File: src/resonant_two_pole_lowpass_assert.svh
// Assertion shorthands shared by the filter's modules.
// Both expect clk in scope; RTPL_ASSERT also expects rst_n.
`ifndef RESONANT_TWO_POLE_LOWPASS_ASSERT_SVH
`define RESONANT_TWO_POLE_LOWPASS_ASSERT_SVH

// Checked only while out of reset.
`define RTPL_ASSERT(label, prop, msg) \
  label: assert property (@(posedge clk) disable iff (!rst_n) prop) \
    else $error(msg);

// Checked on every edge, reset included.
`define RTPL_ASSERT_ALWAYS(label, prop, msg) \
  label: assert property (@(posedge clk) prop) else $error(msg);

`endif

File: src/rtpl_fifo.sv
`default_nettype none

module rtpl_fifo #(
  parameter int WIDTH = 8,
  parameter int DEPTH = 2
) (
  input  logic             clk,
  input  logic             rst_n,
  input  logic             push,
  input  logic [WIDTH-1:0] wdata,
  output logic             full,
  input  logic             pop,
  output logic [WIDTH-1:0] rdata,
  output logic             empty
);

  localparam int PW = (DEPTH > 1) ? $clog2(DEPTH) : 1;
  localparam int CW = $clog2(DEPTH + 1);

  logic [WIDTH-1:0] mem_r [DEPTH];
  logic [PW-1:0]    wr_ptr_r, wr_ptr_nxt;
  logic [PW-1:0]    rd_ptr_r, rd_ptr_nxt;
  logic [CW-1:0]    count_r, count_nxt;
  logic             do_push, do_pop;

  assign full    = (count_r == CW'(DEPTH));
  assign empty   = (count_r == '0);
  assign do_push = push && !full;
  assign do_pop  = pop && !empty;
  assign rdata   = mem_r[rd_ptr_r];

  always_comb begin
    wr_ptr_nxt = wr_ptr_r;
    rd_ptr_nxt = rd_ptr_r;
    if (do_push) begin
      wr_ptr_nxt = (wr_ptr_r == PW'(DEPTH - 1)) ? '0 : wr_ptr_r + PW'(1);
    end
    if (do_pop) begin
      rd_ptr_nxt = (rd_ptr_r == PW'(DEPTH - 1)) ? '0 : rd_ptr_r + PW'(1);
    end
    count_nxt = count_r + CW'(do_push) - CW'(do_pop);
  end

  always_ff @(posedge clk) begin
    if (!rst_n) begin
      wr_ptr_r <= '0;
      rd_ptr_r <= '0;
      count_r  <= '0;
    end else begin
      wr_ptr_r <= wr_ptr_nxt;
      rd_ptr_r <= rd_ptr_nxt;
      count_r  <= count_nxt;
    end
  end

  always_ff @(posedge clk) begin
    if (do_push) begin
      mem_r[wr_ptr_r] <= wdata;
    end
  end

endmodule

`default_nettype wire

File: config.mk
export PLATFORM = sky130hd
export DESIGN_NAME = rtpl_fifo
export DESIGN_NICKNAME = d
export VERILOG_FILES = /design/src/resonant_two_pole_lowpass_assert.svh /design/src/rtpl_fifo.sv
export SDC_FILE = /design/constraint.sdc
export NUM_CORES = 1
export LEC_CHECK = 0
export BUFFER_PORTS_ARGS = -buffer_cell sky130_fd_sc_hd__buf_2
export CORE_MARGIN = 2
export CORE_UTILIZATION = 40
export DETAILED_ROUTE_END_ITERATION = 6
export GPL_TIMING_DRIVEN = 0
export PLACE_DENSITY = 0.66
export SYNTH_ARGS = -nofsm -noshare
export SYNTH_HDL_FRONTEND = slang
export SYNTH_SLANG_ARGS = --single-unit
File: constraint.sdc
create_clock -name clk -period 1.85 [get_ports clk]
set_input_delay 0.0925 -clock clk [delete_from_list [all_inputs] [get_ports clk]]
set_output_delay 0.0925 -clock clk [all_outputs]
set_load 0.005 [all_outputs]
==> results.yml, run 1 <==
pwr:
  p_per_area_nw_per_um2: 1200
  irDropWorstVdd_uv: 549
  p_leak_nw: 0.445
die:
  die_area_um2: 2410
  core_um2: 1940
  start_util: 0.418
  die_height_um: 49.1
  ios: 22
  dieWidth_um: 49.1
  num_rows: 16
cts:
  htree_levels: 1
  clkTransAtPathRegs_ns: 0.11
  cts-root-buf: "clkbuf_4"
  clockBufferDepth: 2
  cts_setup_buffers: 0
  cts_tree: "yes"
  clkLatencyLatePin_ns: 0.29
  cts_buffers: 3
  numClockSinks: 21
logic_synthesis:
  synth_area_leaders: "edfxtp_1 59%, dfxtp_1 12%, mux2_2 11%"
  synth_top_area_share: 0.592
  ys_async_sr_fraction: 0
  yosysMostFrequentCell: "edfxtp_1"
  ys_seq_area_frac: 0.715
  synth_top_area_cell: "edfxtp_1"
  syn_nets: 66
  synth_edf_count: 16
  netlist_top_cells_count: "16 x edfxtp_1, 8 x mux2_2, 5 x dfxtp_1, 5 x nor2_1, 3 x inv_1"
  synthesis.area_um2: 812
  synthDistinctLibCells: 17
  yosys_warnings: 0
  avgSynthCellArea_um2: 15.6
  syn_inst: 52
  synth_flop_cell: "edfxtp_1"
  synth.ff_latch_count: 21
setup_path:
  path_class: "flip-flop to flip-flop"
  worstSetupStartpointType: "flip-flop"
  required_ns: 2.07
  critPathArrivalTime_ns: 1.85
  worstSetupEndpointType: "flip-flop"
  worstPathMaxFanout: 4
route:
  wl_per_cell_um: 11.0
  drt_iter0_markers: 3
  drc: 0
  ant_nets: 0
  first_pass_iters: 3
  vias: 497
  vias_per_cell: 4.44
  drt-total-wl_um: 1230
hold_path:
  hold_class: "input pin to flip-flop"
finish:
  fill_cells: 195
  drive_gt1_frac: 0.424
  postLayoutCellArea_um2: 1060
  final_cell_count_no_fill: 112
  nets: 100
  area_growth_pct: 30.4
  diodes: 0
placed_design:
  place_congestion: 0.697
  io_buffers: 21
  place_area_um2: 951
  dp_cells: 100
  hpwl_um: 844
timing:
  finalSetupViolations: 0
  period_share: 0.877
  clock_skew_ns: 0.000792
  maxSlewHeadroom: 0.533
  maxSlewViolCount: 0
  fin_tns_setup_ns: 0
  worst_pin_slew_ns: 0.697
  worst_hold_slack_ns: 0.0370
  rsz0062_at_grt: "false"
  period_needed_ns: 1.62
  timing.fmax_ghz: 0.616
  finalHoldViolations: 0
global_route:
  grt_remaining_overflow: 0
  grt_pass1_wl_um: 2060
  antenna_found_initial: 0
  grt_pass1_vias: 486
  grt_usage: 0.118
  grt_max_degree: 12
job:
  max-cap-violations: 0
status:
  status: "finished clean"
## layout make-up
cell class | instances | area (µm²) | area share
timing repair buffer | 29 | 185 | 0.175
clock buffer | 4 | 26.3 | 0.0248
sequential | 21 | 582 | 0.550
tap | 27 | 33.8 | 0.0319
inverter | 3 | 11.3 | 0.0106
multi-input combinational | 27 | 215 | 0.203
buffer | 1 | 5.00 | 0.00473
## worst paths after layout
check	depth (start not counted)	startpoint	end	slack [ns]
min reg2reg	2	wr_ptr_r	wr_ptr_r	0.49
max reg2reg	8	count_r[0]	count_r[1]	0.23
min	2	rst_n	count_r[0]	0.04
max	8	count_r[0]	count_r[1]	0.23
## report_power, final
part,internal [W],switching (W),total (W)
registers,0.000618,0.0000399,0.000658
clock network,0.0000838,0.000127,0.000211
logic,0.000214,0.000184,0.000399
total,0.000916,0.000351,0.00127
## timing repair
action                                  in CTS  in global routing
hold endpoints to repair                    16                  0
resized for setup                            0                  1
hold buffers                                 8                  0
endpoints found under the setup margin       0                  1
## cell usage in the layout (no fill, tap or decap), drive strengths merged
cell | synthesis | routed
nor3 | 1 | 1
xor2 | 1 | 1
dfxtp | 5 | 5
clkbuf | 0 | 4
xnor2 | 1 | 1
and2 | 2 | 2
edfxtp | 16 | 16
buf | 1 | 22
and3 | 1 | 1
o21a | 1 | 1
nand2 | 2 | 2
ha | 2 | 2
dlygate4sd3 | 0 | 8
mux2i | 1 | 1
nand2b | 2 | 2
nor2 | 5 | 5
inv | 3 | 3
mux2 | 8 | 8
## routing by layer
| layer | part of all wire | wire length, µm | up-vias | global-route usage |
|---|---|---|---|---|
| li1 | - | - | 248 | - |
| met1 | 0.43 | 527 | 239 | 0.129 |
| met2 | 0.53 | 648 | 10 | 0.196 |
| met3 | 0.045 | 56 | 0 | 0.0399 |
| met4 | 0 | 0 | 0 | 0.0714 |
| met5 | 0 | 0 | - | 0 |
## critical path, cell delays in order, from the launching register on
cell      delay [ns]
dfxtp_2         0.36
nand2b_1        0.14
nand2_1         0.11
ha_1            0.28
inv_1           0.04
ha_1            0.17
xor2_1          0.15
and2_2          0.19
nor3_1          0.12
## cell families after synthesis
logic type,synth area share
flip-flops,0.715
buffers and inverters,0.0200
AND/OR/NAND/NOR,0.0786
multiplexers,0.123
adder cells (fa/ha/maj),0.0308
XOR/XNOR,0.0216
AO/OA/AOI/OAI,0.0108
## sequential cells by signal, indices dropped and copies added, names as in the netlist, named ones only
name,flops
mem_r,16
wr_ptr_r,1
rd_ptr_r,1
count_r,2
## metrics by stage
stage           util  total power (W)  worst slack [ns]
2_1_floorplan      -         0.000917             0.310
4_1_cts        0.544          0.00129             0.168
5_1_grt        0.545          0.00136            0.0435
6_report       0.545          0.00127             0.227
3_3_place_gp   0.490          0.00105             0.232
3_5_place_dp   0.490          0.00106             0.177
No activity file was read; power rests on OpenSTA's default activity.
==> run 2: changes to the inputs <==
Settings changed: BUFFER_PORTS_ARGS -buffer_cell sky130_fd_sc_hd__buf_2 to -buffer_cell sky130_fd_sc_hd__buf_4.
==> run 2 against run 1 <==
Effect of this change: fmax decreased by 1.5%; hold slack worse by 0.012 ns; die area did not move; design area rose by 4.8%; routed wire length down 1.2%; first-iteration DRC count rose to 3.7 times the previous value; sequential share of layout area down 2.7 points; via count grew 0.60%; critical path depth is the same; non-clock buffer count unchanged; final cell count did not move; combinational power increased by 14%.
==> results.yml, run 2 (synthesis results as in run 1) <==
route:
  highest_layer: "met4"
  routed-wl-met2_um: 627
  vias_per_cell: 4.46
  first_pass_iters: 4
  routed-wl-met3_um: 39
  wl_per_cell_um: 10.9
  routedLengthMet1_um: 537
  drc: 0
  drt-total-wl_um: 1220
  ant_nets: 0
  vias: 500
  drt_iter0_markers: 11
timing:
  maxSlewViolCount: 0
  rsz0062_at_grt: "false"
  clock_skew_ns: 0.00700
  period_share: 0.890
  period_needed_ns: 1.65
  finalSetupViolations: 0
  worst_pin_slew_ns: 0.717
  finalHoldViolations: 0
  timing.fmax_ghz: 0.607
  fin_tns_setup_ns: 0
  maxSlewHeadroom: 0.520
finish:
  largest_registers: "mem_r x16, count_r x2"
  drive_gt1_frac: 0.412
  diodes: 0
  largest_register_ffs: 16
  fill_cells: 170
  area_growth_pct: 36.7
  largest_register: "mem_r"
  nets: 100
  postLayoutCoreUtil: 0.572
  multi_input_area_um2: 215
  layout_common_cells: "21 x buf_4, 16 x edfxtp_1, 8 x mux2_2, 8 x dlygate4sd3_1"
  regArea_um2: 581
  final_common_cell: "buf_4"
cts:
  cts_hold_buf: 8
  cts_tree: "yes"
  cts-root-buf: "clkbuf_4"
  clockBufferDepth: 2
  cts_resized: 0
  htree_levels: 1
  cts_buffers: 3
  clkTransAtPathRegs_ns: 0.11
  numClockSinks: 21
  cts_setup_buffers: 0
  clkLatencyLatePin_ns: 0.29
placed_design:
  io_buffers: 21
  hpwl_um: 842
  place_congestion: 0.668
setup_path:
  crit_path_start: "count_r[0]"
  r2r_end: "count_r[1]"
  cpMostUsedCell: "ha_1"
  path_class: "flip-flop to flip-flop"
  crit_cells: 8
  worstPathMaxFanout: 4
  worstSetupEndpointType: "flip-flop"
  crit_chain: "nand2b_1 -> nand2_1 -> ha_1 -> inv_1 -> ha_1 -> xor2_1 -> and2_2 -> nor3_1"
  required_ns: 2.08
  worstSetupStartpointType: "flip-flop"
  critical-path-top-delay-family: "simple AND/OR/NAND/NOR gates"
  crit_buf_inv: 1
  slowest_stage: "dfxtp_1"
  critPathCapture: "count_r[1]"
  r2r-start: "count_r[0]"
  critPathArrivalTime_ns: 1.87
  cp_slowest_stage_delay_ns: 0.38
  r2r_setup_slack_ns: 0.20
  rr_worst_depth: 8
die:
  num_rows: 16
  die_height_um: 49.1
  dieWidth_um: 49.1
  start_util: 0.418
  core_um2: 1940
  ios: 22
  die_area_um2: 2410
status:
  status: "finished clean"
global_route:
  antenna_found_initial: 0
  grt_pass1_wl_um: 2040
  grt_remaining_overflow: 0
  grt_usage: 0.116
  grt_pass1_vias: 490
  grt_max_degree: 12
job:
  max-cap-violations: 0
pwr:
  p_leak_nw: 0.462
  irDropWorstVdd_uv: 653
  p_per_area_nw_per_um2: 1180
hold_path:
  hold_class: "input pin to flip-flop"
-- run 2: report_power, final --
group	switching (W)	leakage, nW	internal [W]
clock	0.000121	0.0150	0.0000837
sequential	0.0000389	0.191	0.000616
combinational	0.000189	0.257	0.000264
-- run 2: worst min path at each step --
stage / cells after the start / endpoint / start
after floorplan: 0 / mem_r[0][0] / wdata[0]
after global placement: 1 / mem_r[0][3] / wdata[3]
after detailed placement: 1 / mem_r[0][3] / wdata[3]
after CTS: 2 / count_r[0] / rst_n
after global routing: 2 / count_r[0] / rst_n
final: 2 / count_r[0] / rst_n
-- run 2: metal layers --
metal	vias to the layer above	GRT usage
li1	249	-
met1	239	0.138
met2	10	0.187
met3	2	0.0307
met4	0	0.0714
met5	-	0
-- run 2: layout make-up --
| cell class | count | area share |
|---|---|---|
| Sequential cell | 21 | 0.523 |
| Multi-Input combinational cell | 27 | 0.194 |
| Inverter | 3 | 0.0101 |
| Timing Repair Buffer | 29 | 0.214 |
| Buffer | 1 | 0.00451 |
| Tap cell | 27 | 0.0304 |
| Clock buffer | 4 | 0.0237 |
-- run 2: through the flow --
stage	total power (W)	area, µm²	worst slack (ns)	instances	hold WS, ns
2_1_floorplan	0.000917	812	0.310	52	0.191
3_3_place_gp	0.00111	1000	0.228	100	0.279
3_5_place_dp	0.00111	1000	0.199	100	0.281
4_1_cts	0.00134	1110	0.186	112	0.0106
5_1_grt	0.00141	1110	0.0541	112	0.0239
6_report	0.00131	1110	0.203	112	0.0248
