### src/resonant_two_pole_lowpass_assert.svh
// Assertion shorthands shared by the filter's modules.
// Both expect clk in scope; RTPL_ASSERT also expects rst_n.
`ifndef RESONANT_TWO_POLE_LOWPASS_ASSERT_SVH
`define RESONANT_TWO_POLE_LOWPASS_ASSERT_SVH

// Checked only while out of reset.
`define RTPL_ASSERT(label, prop, msg) \
  label: assert property (@(posedge clk) disable iff (!rst_n) prop) \
    else $error(msg);

// Checked on every edge, reset included.
`define RTPL_ASSERT_ALWAYS(label, prop, msg) \
  label: assert property (@(posedge clk) prop) else $error(msg);

`endif

### src/rtpl_pkg.sv
`default_nettype none

package rtpl_pkg;

  localparam int SAMPLE_BITS_DEF = 16;
  localparam int RES_BITS        = 16;
  localparam int CUT_BITS        = 16;
  localparam int STAGE_BITS      = 32;
  // Q8.23 stage format: a sample of this many bits maps without shift
  localparam int X_POINT         = 24;
  localparam int FB_BITS         = 24;

  localparam logic [CUT_BITS-1:0] CUT_MIN = 16'd655;
  localparam logic [CUT_BITS-1:0] CUT_MAX = 16'd64880;

  // feedback divider: quotient bits retired per cycle
  localparam int DIV_STEP  = 6;
  localparam int DIV_ITERS = FB_BITS / DIV_STEP;

  localparam int QUEUE_DEPTH = 2;

  typedef struct packed {
    logic signed [STAGE_BITS-1:0] x;
    logic [CUT_BITS-1:0]          cut;
    logic [FB_BITS-1:0]           fb;
  } mid_item_t;

endpackage

`default_nettype wire

### src/rtpl_front.sv
`default_nettype none

module rtpl_front #(
  parameter int SAMPLE_BITS = rtpl_pkg::SAMPLE_BITS_DEF
) (
  input  logic                          clk,
  input  logic                          rst_n,
  input  logic                          in_push,
  output logic                          in_full,
  input  logic signed [SAMPLE_BITS-1:0] in_sample_in,
  input  logic [rtpl_pkg::CUT_BITS-1:0] in_cutoff,
  input  logic [rtpl_pkg::RES_BITS-1:0] resonance,
  output logic                          mid_push,
  input  logic                          mid_full,
  output rtpl_pkg::mid_item_t           mid_data
);

  import rtpl_pkg::*;

  `include "resonant_two_pole_lowpass_assert.svh"

  typedef enum logic [1:0] {
    F_IDLE,
    F_DIV,
    F_HOLD
  } fstate_t;

  localparam int CNT_W     = (DIV_ITERS > 1) ? $clog2(DIV_ITERS) : 1;
  localparam int REM_W     = CUT_BITS;
  localparam int NUM_W     = FB_BITS;
  // dividend is r * 2^NUM_SHIFT
  localparam int NUM_SHIFT = 17;
  localparam int HI_SHIFT  = FB_BITS - NUM_SHIFT;

  fstate_t                      st_r;
  logic [CNT_W-1:0]             cnt_r;
  logic signed [STAGE_BITS-1:0] x_r;
  logic [CUT_BITS-1:0]          cut_r;
  logic [REM_W-1:0]             dsr_r;
  logic [REM_W-1:0]             rem_r, rem_nxt;
  logic [NUM_W-1:0]             num_r, num_nxt;
  logic [NUM_W-1:0]             quo_r, quo_nxt;
  logic [FB_BITS-1:0]           fb_r, fb_nxt;
  logic [REM_W:0]               trial;

  logic signed [STAGE_BITS-1:0] x_ext;
  logic [CUT_BITS-1:0]          cut_cl;
  logic [REM_W-1:0]             divisor;
  logic [REM_W-1:0]             rem_init;
  logic [NUM_W-1:0]             num_init;

  // sample to Q8.23
  if (SAMPLE_BITS <= X_POINT) begin : g_up
    assign x_ext = STAGE_BITS'(in_sample_in) <<< (X_POINT - SAMPLE_BITS);
  end else begin : g_dn
    assign x_ext = STAGE_BITS'(in_sample_in >>> (SAMPLE_BITS - X_POINT));
  end

  always_comb begin
    priority if (in_cutoff < CUT_MIN) begin
      cut_cl = CUT_MIN;
    end else if (in_cutoff > CUT_MAX) begin
      cut_cl = CUT_MAX;
    end else begin
      cut_cl = in_cutoff;
    end
  end

  // 1 - f in Q0.16; never zero after the clamp
  assign divisor  = REM_W'({1'b1, {CUT_BITS{1'b0}}} - {1'b0, cut_cl});
  assign rem_init = REM_W'(resonance >> HI_SHIFT);
  assign num_init = {resonance[HI_SHIFT-1:0], {NUM_SHIFT{1'b0}}};

  // restoring division, DIV_STEP quotient bits per cycle
  always_comb begin
    rem_nxt = rem_r;
    num_nxt = num_r;
    quo_nxt = quo_r;
    trial   = '0;
    for (int i = 0; i < DIV_STEP; i++) begin
      trial   = {rem_nxt, num_nxt[NUM_W-1]};
      num_nxt = {num_nxt[NUM_W-2:0], 1'b0};
      if (trial >= {1'b0, dsr_r}) begin
        rem_nxt = REM_W'(trial - {1'b0, dsr_r});
        quo_nxt = {quo_nxt[NUM_W-2:0], 1'b1};
      end else begin
        rem_nxt = trial[REM_W-1:0];
        quo_nxt = {quo_nxt[NUM_W-2:0], 1'b0};
      end
    end
  end

  // fb = r + r/(1-f) in Q8.16; stays below 2^24 for 16-bit r
  assign fb_nxt = FB_BITS'({resonance, 1'b0}) + quo_nxt;

  always_ff @(posedge clk) begin
    if (!rst_n) begin
      st_r  <= F_IDLE;
      cnt_r <= '0;
    end else begin
      unique case (st_r)
        F_IDLE: begin
          if (in_push) begin
            x_r   <= x_ext;
            cut_r <= cut_cl;
            dsr_r <= divisor;
            rem_r <= rem_init;
            num_r <= num_init;
            quo_r <= '0;
            cnt_r <= '0;
            st_r  <= F_DIV;
          end
        end
        F_DIV: begin
          rem_r <= rem_nxt;
          num_r <= num_nxt;
          quo_r <= quo_nxt;
          cnt_r <= cnt_r + CNT_W'(1);
          if (cnt_r == CNT_W'(DIV_ITERS - 1)) begin
            fb_r <= fb_nxt;
            st_r <= F_HOLD;
          end
        end
        F_HOLD: begin
          if (!mid_full) begin
            st_r <= F_IDLE;
          end
        end
        default: begin
          st_r <= F_IDLE;
        end
      endcase
    end
  end

  assign in_full  = (st_r != F_IDLE);
  assign mid_push = (st_r == F_HOLD);
  assign mid_data = '{x: x_r, cut: cut_r, fb: fb_r};

  `RTPL_ASSERT(a_acc_busy, (in_push && !in_full) |=> in_full, "front took a second item")
  `RTPL_ASSERT(a_div_len, (st_r == F_DIV && cnt_r == CNT_W'(DIV_ITERS - 1)) |=> mid_push,
               "divider ran past its iteration count")
  `RTPL_ASSERT(a_hold_stall, (mid_push && mid_full) |=> (mid_push && $stable(mid_data)),
               "stalled front item changed")

endmodule

`default_nettype wire

### config.mk
export PLATFORM = sky130hd
export DESIGN_NAME = rtpl_front
export DESIGN_NICKNAME = d
export VERILOG_FILES = /design/src/rtpl_pkg.sv /design/src/rtpl_front.sv
export VERILOG_INCLUDE_DIRS = /design/src /design/src/src
export SDC_FILE = /design/constraint.sdc
export NUM_CORES = 1
export LEC_CHECK = 0
export ABC_CLOCK_PERIOD_IN_PS = 17600
export BUFFER_PORTS_ARGS = -buffer_cell sky130_fd_sc_hd__buf_2
export CORE_MARGIN = 2
export CORE_UTILIZATION = 54
export DETAILED_ROUTE_END_ITERATION = 8
export PLACE_DENSITY = 0.74
export REMOVE_ABC_BUFFERS = 1
export SLEW_MARGIN = 20
export SYNTH_ARGS = -nofsm -noshare
export SYNTH_HDL_FRONTEND = slang
export SYNTH_SLANG_ARGS = --single-unit
### constraint.sdc
create_clock -name clk -period 17.6 [get_ports clk]
set_input_delay 3.52 -clock clk [delete_from_list [all_inputs] [get_ports clk]]
set_output_delay 3.52 -clock clk [all_outputs]
set_load 0.01 [all_outputs]
==> results_dict.tcl, run 1 <==
set metrics [dict create \
    place_congestion 1.004 \
    drc 0 \
    ys_seq_area_share_pct 30.61 \
    synthAdderAreaFrac_pct 13.93 \
    cts_buffers 17 \
    dpl.cell_count 1601 \
    start_kind "register" \
    root_buffer "clkbuf_16" \
    grt.total_usage_pct 29.61 \
    synth_top_family_by_area "compound AO/OA/AOI/OAI gates" \
    ys_ff_latch 116 \
    tritoncts "done" \
    hold_path_depth 2 \
    final_cells 1636 \
    arrival_ns 16.58 \
    grt.overflow.total 0 \
    final_hold_viol_count 0 \
    synth_edf_count 112 \
    antenna_found_initial 0 \
    dieArea_sq_mm 0.02200 \
    clkTransAtPathRegs_ns 0.06 \
    portBuffers 117 \
    crit_path_start "dsr_r[1]$_DFFE_PP_" \
    clk-insertion-delay-late_ns 0.42 \
    grt_use_met2_pct 47.73 \
    max-cap-violations 0 \
    final.setup_skew_ns 0.01333 \
    rows 52 \
    clk_path_buf_depth 2 \
    grt_pass1_vias 9581 \
    synth_cell_types 83 \
    synth-async-reset-ratio_pct 0 \
    synth.area.mux_share_pct 7.620 \
    status "finished, final reports clean" \
    yosysWarnings 0 \
    use_met3_pct 5.337 \
    n_antenna_cell 0 \
    worst_slew_pin_slew_ns 0.9336 \
    hpwl_um 25180 \
    synth_area_leaders "edfxtp_1, ha_1, xnor2_1, mux2i_1, a21oi_1" \
    dieHeight_um 148.3 \
    met1_usage_pct 39.76 \
    cp_slowest_cell "edfxtp_1" \
    fmax_mhz 60.87 \
    vias 9964 \
    syn_area_per_cell_sq_um 9.115 \
    layout-drive-gt1-share_pct 17.86 \
    slew_viol_final 0 \
    netlist.area_leader.share_pct 29.90 \
    cts.sinks 116 \
    synth_compound_area_share_pct 19.93 \
    antenna_left 0 \
    nets 1526 \
    synthXorXnorAreaFrac_pct 7.319 \
    grt_max_degree 48 \
    synth_simple_gate_area_share_pct 15.60 \
    layout_common_cells "buf_2, nand2_1, ha_1, edfxtp_1, a21oi_1" \
    cp.depth 63 \
    drt_first_pass_iters 7 \
    path_max_fanout 21 \
    timing.rr.start "dsr_r[1]$_DFFE_PP_" \
    io-pin-count 126 \
    h-tree-depth 4 \
    crit_buf_inv 6 \
    finalSetupTns_ns 0 \
    drt_wl_total_um 32390 \
    avgViaCountPerCell 6.090 \
    hold_class "reg2reg" \
    fin_crit_ns 16.43 \
    end_kind "register" \
    coreArea_sq_mm 0.02036 \
    ys.flop_type "edfxtp_1" \
    slowest_delay_ns 0.60 \
    yosys.area.top_type "edfxtp_1" \
    die_w_um 148.3 \
    crit_type "reg2reg" \
    setup_viol 0 \
    netlist_area_sq_mm 0.01125 \
    hold_ws_ns 0.5244 \
    max_slew_margin_pct 37.76 \
    hold_buffers 0 \
    final_common_cell "buf_2" \
    grt_pass1_wl_um 50890 \
    drt_iter0_markers 745 \
    synthCells 1234 \
    reg2reg_depth 63 \
    syn_to_final_growth_pct 13.11 \
    cp_top_family "compound AO/OA/AOI/OAI gates" \
    top_usage_layer "met2" \
    fin_crit_sh_pct 93.35 \
    start_util_pct 55.23 \
    wl_per_cell_um 19.80 \
    worstHoldStart "num_r[17]$_SDFFCE_PP0P_" \
    crit_required_ns 17.75 \
]
## Yosys cell counts, types with 19 or more instances
cell type,number
mux2i_1,47
clkbuf_1,23
a21oi_1,87
nand4_1,21
nor2_1,81
edfxtp_1,112
nor3_1,35
o21ai_0,66
ha_1,114
xor2_1,28
nand2_1,114
buf_4,19
and2_1,26
inv_1,76
mux2_2,33
a21o_1,36
xnor2_1,66
## stage by stage
| step | utilization (%) | cell area [sq um] | setup WS, ns |
|---|---|---|---|
| floorplan | - | 11020 | 1.807 |
| global placement | 59.41 | 12100 | 1.334 |
| detailed placement | 59.41 | 12100 | 0.9426 |
| CTS | 62.27 | 12680 | 0.8445 |
| global route | 62.48 | 12720 | -0.01841 |
| finish | 62.48 | 12720 | 1.170 |
## layer usage
metal / share of wire (%) / vias to the layer above
met5: 0 / -
met4: 3.8 / 0
met3: 8.1 / 85
met2: 45 / 430
met1: 43 / 4658
li1: - / 4791
## kinds of logic after synthesis
family                   count (synthesis)
other                                    1
flip-flops                             116
AND/OR/NAND/NOR                        361
buffers and inverters                  126
AO/OA/AOI/OAI                          334
multiplexers                            81
adder cells (fa/ha/maj)                121
XOR/XNOR                                94
## layout make-up
type	instances	area [sq um]
Clock buffer	17	425.4
Fill cell	1737	7641
Tap cell	270	337.8
Sequential cell	116	3443
Inverter	79	304.0
Multi-Input combinational cell	999	7297
Timing Repair Buffer	140	758.2
Clock inverter	15	157.7
## sequential cells by signal, summed over array words and instances (netlist names)
register / flops
x_r: 16
dsr_r: 15
fb_r: 24
rem_r: 16
num_r: 7
cnt_r: 2
st_r: 2
quo_r: 18
cut_r: 16
## worst min-delay path, cell delays in order (launching register included)
cell      delay [ns]
edfxtp_1        0.32
nand2_1         0.05
nand2_1         0.05
## repair_timing
item                                    CTS  global route
buffers inserted                          0             3
endpoints found under the setup margin    0            28
resized for setup                         0             5
## worst paths after layout
check / to / slack [ns]
worst max-delay path: rem_r[5]$_DFFE_PP_ / 1.17
worst min-delay path: num_r[23]$_DFFE_PP_ / 0.52
worst max register to register: rem_r[5]$_DFFE_PP_ / 1.17
worst min register to register: num_r[23]$_DFFE_PP_ / 0.52
Power of run 1 is not shown: default switching activity piles up to over one toggle a cycle in this logic, so the estimate is an artifact.
==> run 2, diff against run 1 <==
ABC_AREA = 1   (was not set)
CAP_MARGIN = 15   (was not set)
CORE_ASPECT_RATIO = 1.1   (was not set)
==> run 2 against run 1 <==
Cell area shrank 1.5%. Critical path depth rose by 9. Worst setup slack improved by 2.1 ns. Synthesized cell count grew 21%. Clock skew decreased by 0.0022 ns. Worst hold slack worse by 0.052 ns. Maximum frequency up 15%. Routed wire length decreased by 4.0%. Global-route usage shrank 1.1 points.
==> results_dict.tcl, run 2 <==
set metrics [dict create \
    worst_slew_pin_slew_ns 0.7175 \
    antenna_left 0 \
    hold_end "cnt_r[0]$_SDFFE_PN0P_" \
    reg2reg_slack_ns 3.27 \
    place_congestion 1.039 \
    timing.rr.start "dsr_r[1]$_DFFE_PP_" \
    synth_cell_types 55 \
    nets 1772 \
    rows 55 \
    finalSetupTns_ns 0 \
    crit_type "reg2reg" \
    hold_buffers 0 \
    drt_iter0_markers 831 \
    cts_setup_buffers 0 \
    clk-insertion-delay-late_ns 0.42 \
    largest_reg_flops 24 \
    wl_per_cell_um 16.64 \
    netlist.area_leader.share_pct 30.01 \
    grt.total_usage_pct 28.56 \
    grt_setup_unrepaired "false" \
    final_common_cell "nand2_1" \
    synth_edf_count 112 \
    syn_to_final_growth_pct 11.84 \
    status "finished, final reports clean" \
    drt_first_pass_iters 6 \
    crit_required_ns 17.77 \
    fill_cells 1800 \
    cpMostUsedCell "nand2_1" \
    setup_viol 0 \
    cts_resized 0 \
    reg2reg_depth 72 \
    reg2reg_to "rem_r[15]$_SDFFCE_PN0P_" \
    synth_area_leaders "edfxtp_1, nand2_1, ha_1, inv_1, xor2_1" \
    hold_class "reg2reg" \
    post-place-ws_ns 3.605 \
    cp_slowest_cell "o21ai_0" \
    root_buffer "clkbuf_16" \
    top_regs "fb_r (24), quo_r (18)" \
    fin_crit_sh_pct 81.40 \
    cts_buffers 17 \
    clkTransAtPathRegs_ns 0.06 \
    start_kind "register" \
    slowest_delay_ns 0.58 \
    setup_slack_ns 3.274 \
    netlist_area_sq_mm 0.01121 \
    yosys.area.top_type "edfxtp_1" \
    synthCells 1495 \
    ys.flop_type "edfxtp_1" \
    h-tree-depth 4 \
    layout-drive-gt1-share_pct 12.78 \
    dieHeight_um 155.1 \
    syn_area_per_cell_sq_um 7.495 \
    ys_seq_area_share_pct 30.73 \
    path_max_fanout 29 \
    top_register "fb_r" \
    drt_wl_total_um 31080 \
    grt.overflow.total 0 \
    cts.sinks 116 \
    tritoncts "done" \
    arrival_ns 14.49 \
    fmax_mhz 69.80 \
    hold_path_depth 1 \
    start_util_pct 54.83 \
    yosysMostFrequentCell "nand2_1" \
    max_slew_margin_pct 52.05 \
    hpwl_um 24180 \
    yosysWarnings 0 \
    grt_pass1_wl_um 49080 \
    portBuffers 117 \
    max-cap-violations 0 \
    ys_ff_latch 116 \
    final.setup_skew_ns 0.01108 \
    n_antenna_cell 0 \
    slew_viol_final 0 \
    antenna_found_initial 0 \
    io-pin-count 126 \
    end_kind "register" \
    coreArea_sq_mm 0.02044 \
    avgViaCountPerCell 5.514 \
    clk_path_buf_depth 2 \
    synth_common_cells "nand2_1, inv_1, ha_1" \
    synth-async-reset-ratio_pct 0 \
    worstHoldStart "cnt_r[0]$_SDFFE_PN0P_" \
    die_w_um 141.4 \
    layout_common_cells "nand2_1, inv_1, buf_2, ha_1, edfxtp_1" \
    final_hold_viol_count 0 \
    grt_pass1_vias 9855 \
    vias 10300 \
    drc 0 \
    grt_max_degree 48 \
    fin_crit_ns 14.33 \
    dieArea_sq_mm 0.02192 \
]
-- run 2: cell types whose count changed after synthesis, sizes merged, moves of 22 or more --
cell / previous run / this run
a21o: 36 / 10
and2: 26 / 4
inv: 79 / 236
mux2: 34 / 0
mux2i: 47 / 0
nand2: 114 / 406
nand3: 13 / 76
xor2: 28 / 58
-- run 2: cells by family after synthesis --
family	count (synthesis)	share of synthesized area, %
and+or+nand+nor	641	24.82
buffers and inverters	281	10.64
xor gates and xnor gates	105	8.207
other	1	0.03346
adders and majority gates	121	13.98
AOI/OAI and AO/OA	230	11.59
DFF	116	30.73
-- run 2: critical path: cells and delay by family (launching register included) --
family	cells	cell delay, ns
AND/OR/NAND/NOR	36	5.13
flip-flops	1	0.53
adder cells (fa/ha/maj)	6	2.13
AO/OA/AOI/OAI	20	4.69
buffers and inverters	10	1.53
-- run 2: area by class of cell --
type	count	area [sq um]	area share, %
multi-input cells	1105	6619	52.82
flip-flops and latches	116	3443	27.48
inverters	238	900.9	7.189
repair buffers	121	628.1	5.012
clock buffers	17	425.4	3.395
well taps	256	320.3	2.556
clock inverters	15	195.2	1.558
-- run 2: how the worst max path moves through the flow --
stage	slack, ns	start	to	cells after the start
2_1_floorplan	6.06	dsr_r[1]$_DFFE_PP_	rem_r[14]$_SDFFCE_PN0P_	72
3_3_place_gp	3.97	dsr_r[10]$_DFFE_PP_	fb_r[21]$_DFFE_PP_	66
3_5_place_dp	3.61	dsr_r[1]$_DFFE_PP_	fb_r[21]$_DFFE_PP_	71
4_1_cts	3.54	dsr_r[1]$_DFFE_PP_	fb_r[21]$_DFFE_PP_	74
5_1_grt	1.79	dsr_r[1]$_DFFE_PP_	rem_r[6]$_DFFE_PP_	72
6_report	3.27	dsr_r[1]$_DFFE_PP_	rem_r[15]$_SDFFCE_PN0P_	72
-- run 2: metal layers --
layer  share of wire (%)  GRT usage, %
met1                  42         35.51
met2                  47         48.50
met3                 6.6         4.555
met4                 4.4         13.71
met5                   0             0
-- run 2: through the flow --
stage	hold WS [ns]	util, %	cells	area [sq um]
after floorplan	0.4283	-	1459	10940
after global placement	0.4531	58.16	1835	11890
after detailed placement	0.4626	58.18	1835	11890
after CTS	0.4715	61.22	1867	12510
after global routing	0.5129	61.32	1868	12530
final	0.4728	61.32	1868	12530
Power of run 2 is left out for the same reason.
==> run 3, diff against run 2 <==
ABC_CLOCK_PERIOD_IN_PS = 14250   (was 17600)
clock period = 14.25 ns   (was 17.6 ns; I/O delays follow)
==> run 3 against run 2 <==
Worst hold slack worse by 0.0069 ns. Clock skew up 0.0022 ns. Critical path depth increased by 5. Non-clock buffer count grew 23. Core utilization up 0.90 points.
==> results_dict.tcl, run 3 (synthesized netlist as in run 2, its figures left out) <==
set metrics [dict create \
    layout_common_cells "nand2_1, inv_1, buf_2, ha_1, edfxtp_1" \
    drt_iter0_markers 834 \
    drc 0 \
    dieArea_sq_mm 0.02192 \
    clkTransAtPathRegs_ns 0.06 \
    portBuffers 117 \
    start_kind "register" \
    worst_slew_pin_slew_ns 0.6882 \
    tritoncts "done" \
    antenna_left 0 \
    cts.sinks 116 \
    cp_slowest_cell "or4_1" \
    top_register "fb_r" \
    fmax_mhz 75.85 \
    placed_cell_area_sq_mm 0.01199 \
    grt.total_usage_pct 29.22 \
    start_util_pct 54.83 \
    grt_pass1_vias 9866 \
    status "finished, final reports clean" \
    slew_viol_final 0 \
    nets 1796 \
    max_slew_margin_pct 54.01 \
    drt_wl_total_um 32010 \
    end_kind "register" \
    drt_first_pass_iters 5 \
    postLayoutCoreUtil_pct 62.22 \
    path_max_fanout 23 \
    clk-insertion-delay-late_ns 0.42 \
    layout-drive-gt1-share_pct 14.36 \
    root_buffer "clkbuf_16" \
    largest_reg_flops 24 \
    hold_ws_ns 0.4659 \
    arrival_ns 13.35 \
    crit_type "reg2reg" \
    fin_crit_sh_pct 92.52 \
    dieHeight_um 155.1 \
    final_hold_viol_count 0 \
    fin_crit_ns 13.18 \
    coreArea_sq_mm 0.02044 \
    syn_to_final_growth_pct 13.48 \
    vias 10480 \
    top_regs "fb_r (24), quo_r (18)" \
    final.setup_skew_ns 0.01331 \
    max-cap-violations 0 \
    setup_viol 0 \
    die_w_um 141.4 \
    slowest_delay_ns 0.54 \
    final_area_sq_mm 0.01272 \
    avgViaCountPerCell 5.531 \
    io-pin-count 126 \
    place_congestion 1.064 \
    grt_pass1_wl_um 49850 \
    final_common_cell "nand2_1" \
    grt.overflow.total 0 \
    grt_max_degree 48 \
    wl_per_cell_um 16.89 \
    hpwl_um 25540 \
    reg2reg_slack_ns 1.07 \
    crit_required_ns 14.42 \
    cpMostUsedCell "nand2_1" \
    h-tree-depth 4 \
    cts_buffers 17 \
    rows 55 \
    clk_path_buf_depth 2 \
    hold_class "reg2reg" \
    antenna_found_initial 3 \
]
run 3: changes by cell type in the layout (fill, tap and decap cells not counted), sizes merged:
cell      previous run  this run
buf                121       144
bufinv               3         1
clkinvlp             1         7
diode                0         3
inv                243       239
nand3               76        77
run 3: stage by stage:
step	worst slack (ns)	TNS, ns	std cells
2_1_floorplan	2.708	0	1459
3_3_place_gp	1.053	0	1849
3_5_place_dp	0.5467	0	1849
4_1_cts	0.4717	0	1881
5_1_grt	-0.02427	-0.07073	1892
6_report	1.066	0	1895
run 3: cell type report:
| type | count | area [sq um] |
|---|---|---|
| Multi-Input combinational cell | 1106 | 6658 |
| Clock buffer | 17 | 425.4 |
| Tap cell | 256 | 320.3 |
| Clock inverter | 15 | 148.9 |
| Inverter | 238 | 912.1 |
| Timing Repair Buffer | 144 | 800.8 |
| Antenna cell | 3 | 7.507 |
| Sequential cell | 116 | 3443 |
| Fill cell | 1795 | 7722 |
run 3: final timing paths:
kind	from	endpoint	depth (start not counted)
worst max-delay path	dsr_r[3]$_DFFE_PP_	fb_r[23]$_DFFE_PP_	77
worst min-delay path	cnt_r[0]$_SDFFE_PN0P_	cnt_r[0]$_SDFFE_PN0P_	1
worst max register to register	dsr_r[3]$_DFFE_PP_	fb_r[23]$_DFFE_PP_	77
worst min register to register	cnt_r[0]$_SDFFE_PN0P_	cnt_r[0]$_SDFFE_PN0P_	1
run 3: critical path: cells and delay by family, from the launching register on:
family,cells,cell delay [ns]
buf+inv,14,1.85
flops,1,0.36
compound gates,14,2.56
fa+ha+maj,7,2.38
simple gates,41,5.64
xor+xnor,1,0.10
run 3: repair_timing:
action	4_1_cts	5_1_grt
hold buffers	0	0
setup endpoints to repair	0	30
buffers inserted	0	9
resized for setup	0	13
run 3: metal layers:
metal / vias up / track usage, % / wire length (um)
li1: 5150 / - / -
met1: 4774 / 36.44 / 13550
met2: 463 / 48.50 / 14700
met3: 94 / 6.556 / 2295
met4: 0 / 13.19 / 1463
met5: - / 0 / 0
Power of run 3 is left out for the same reason.
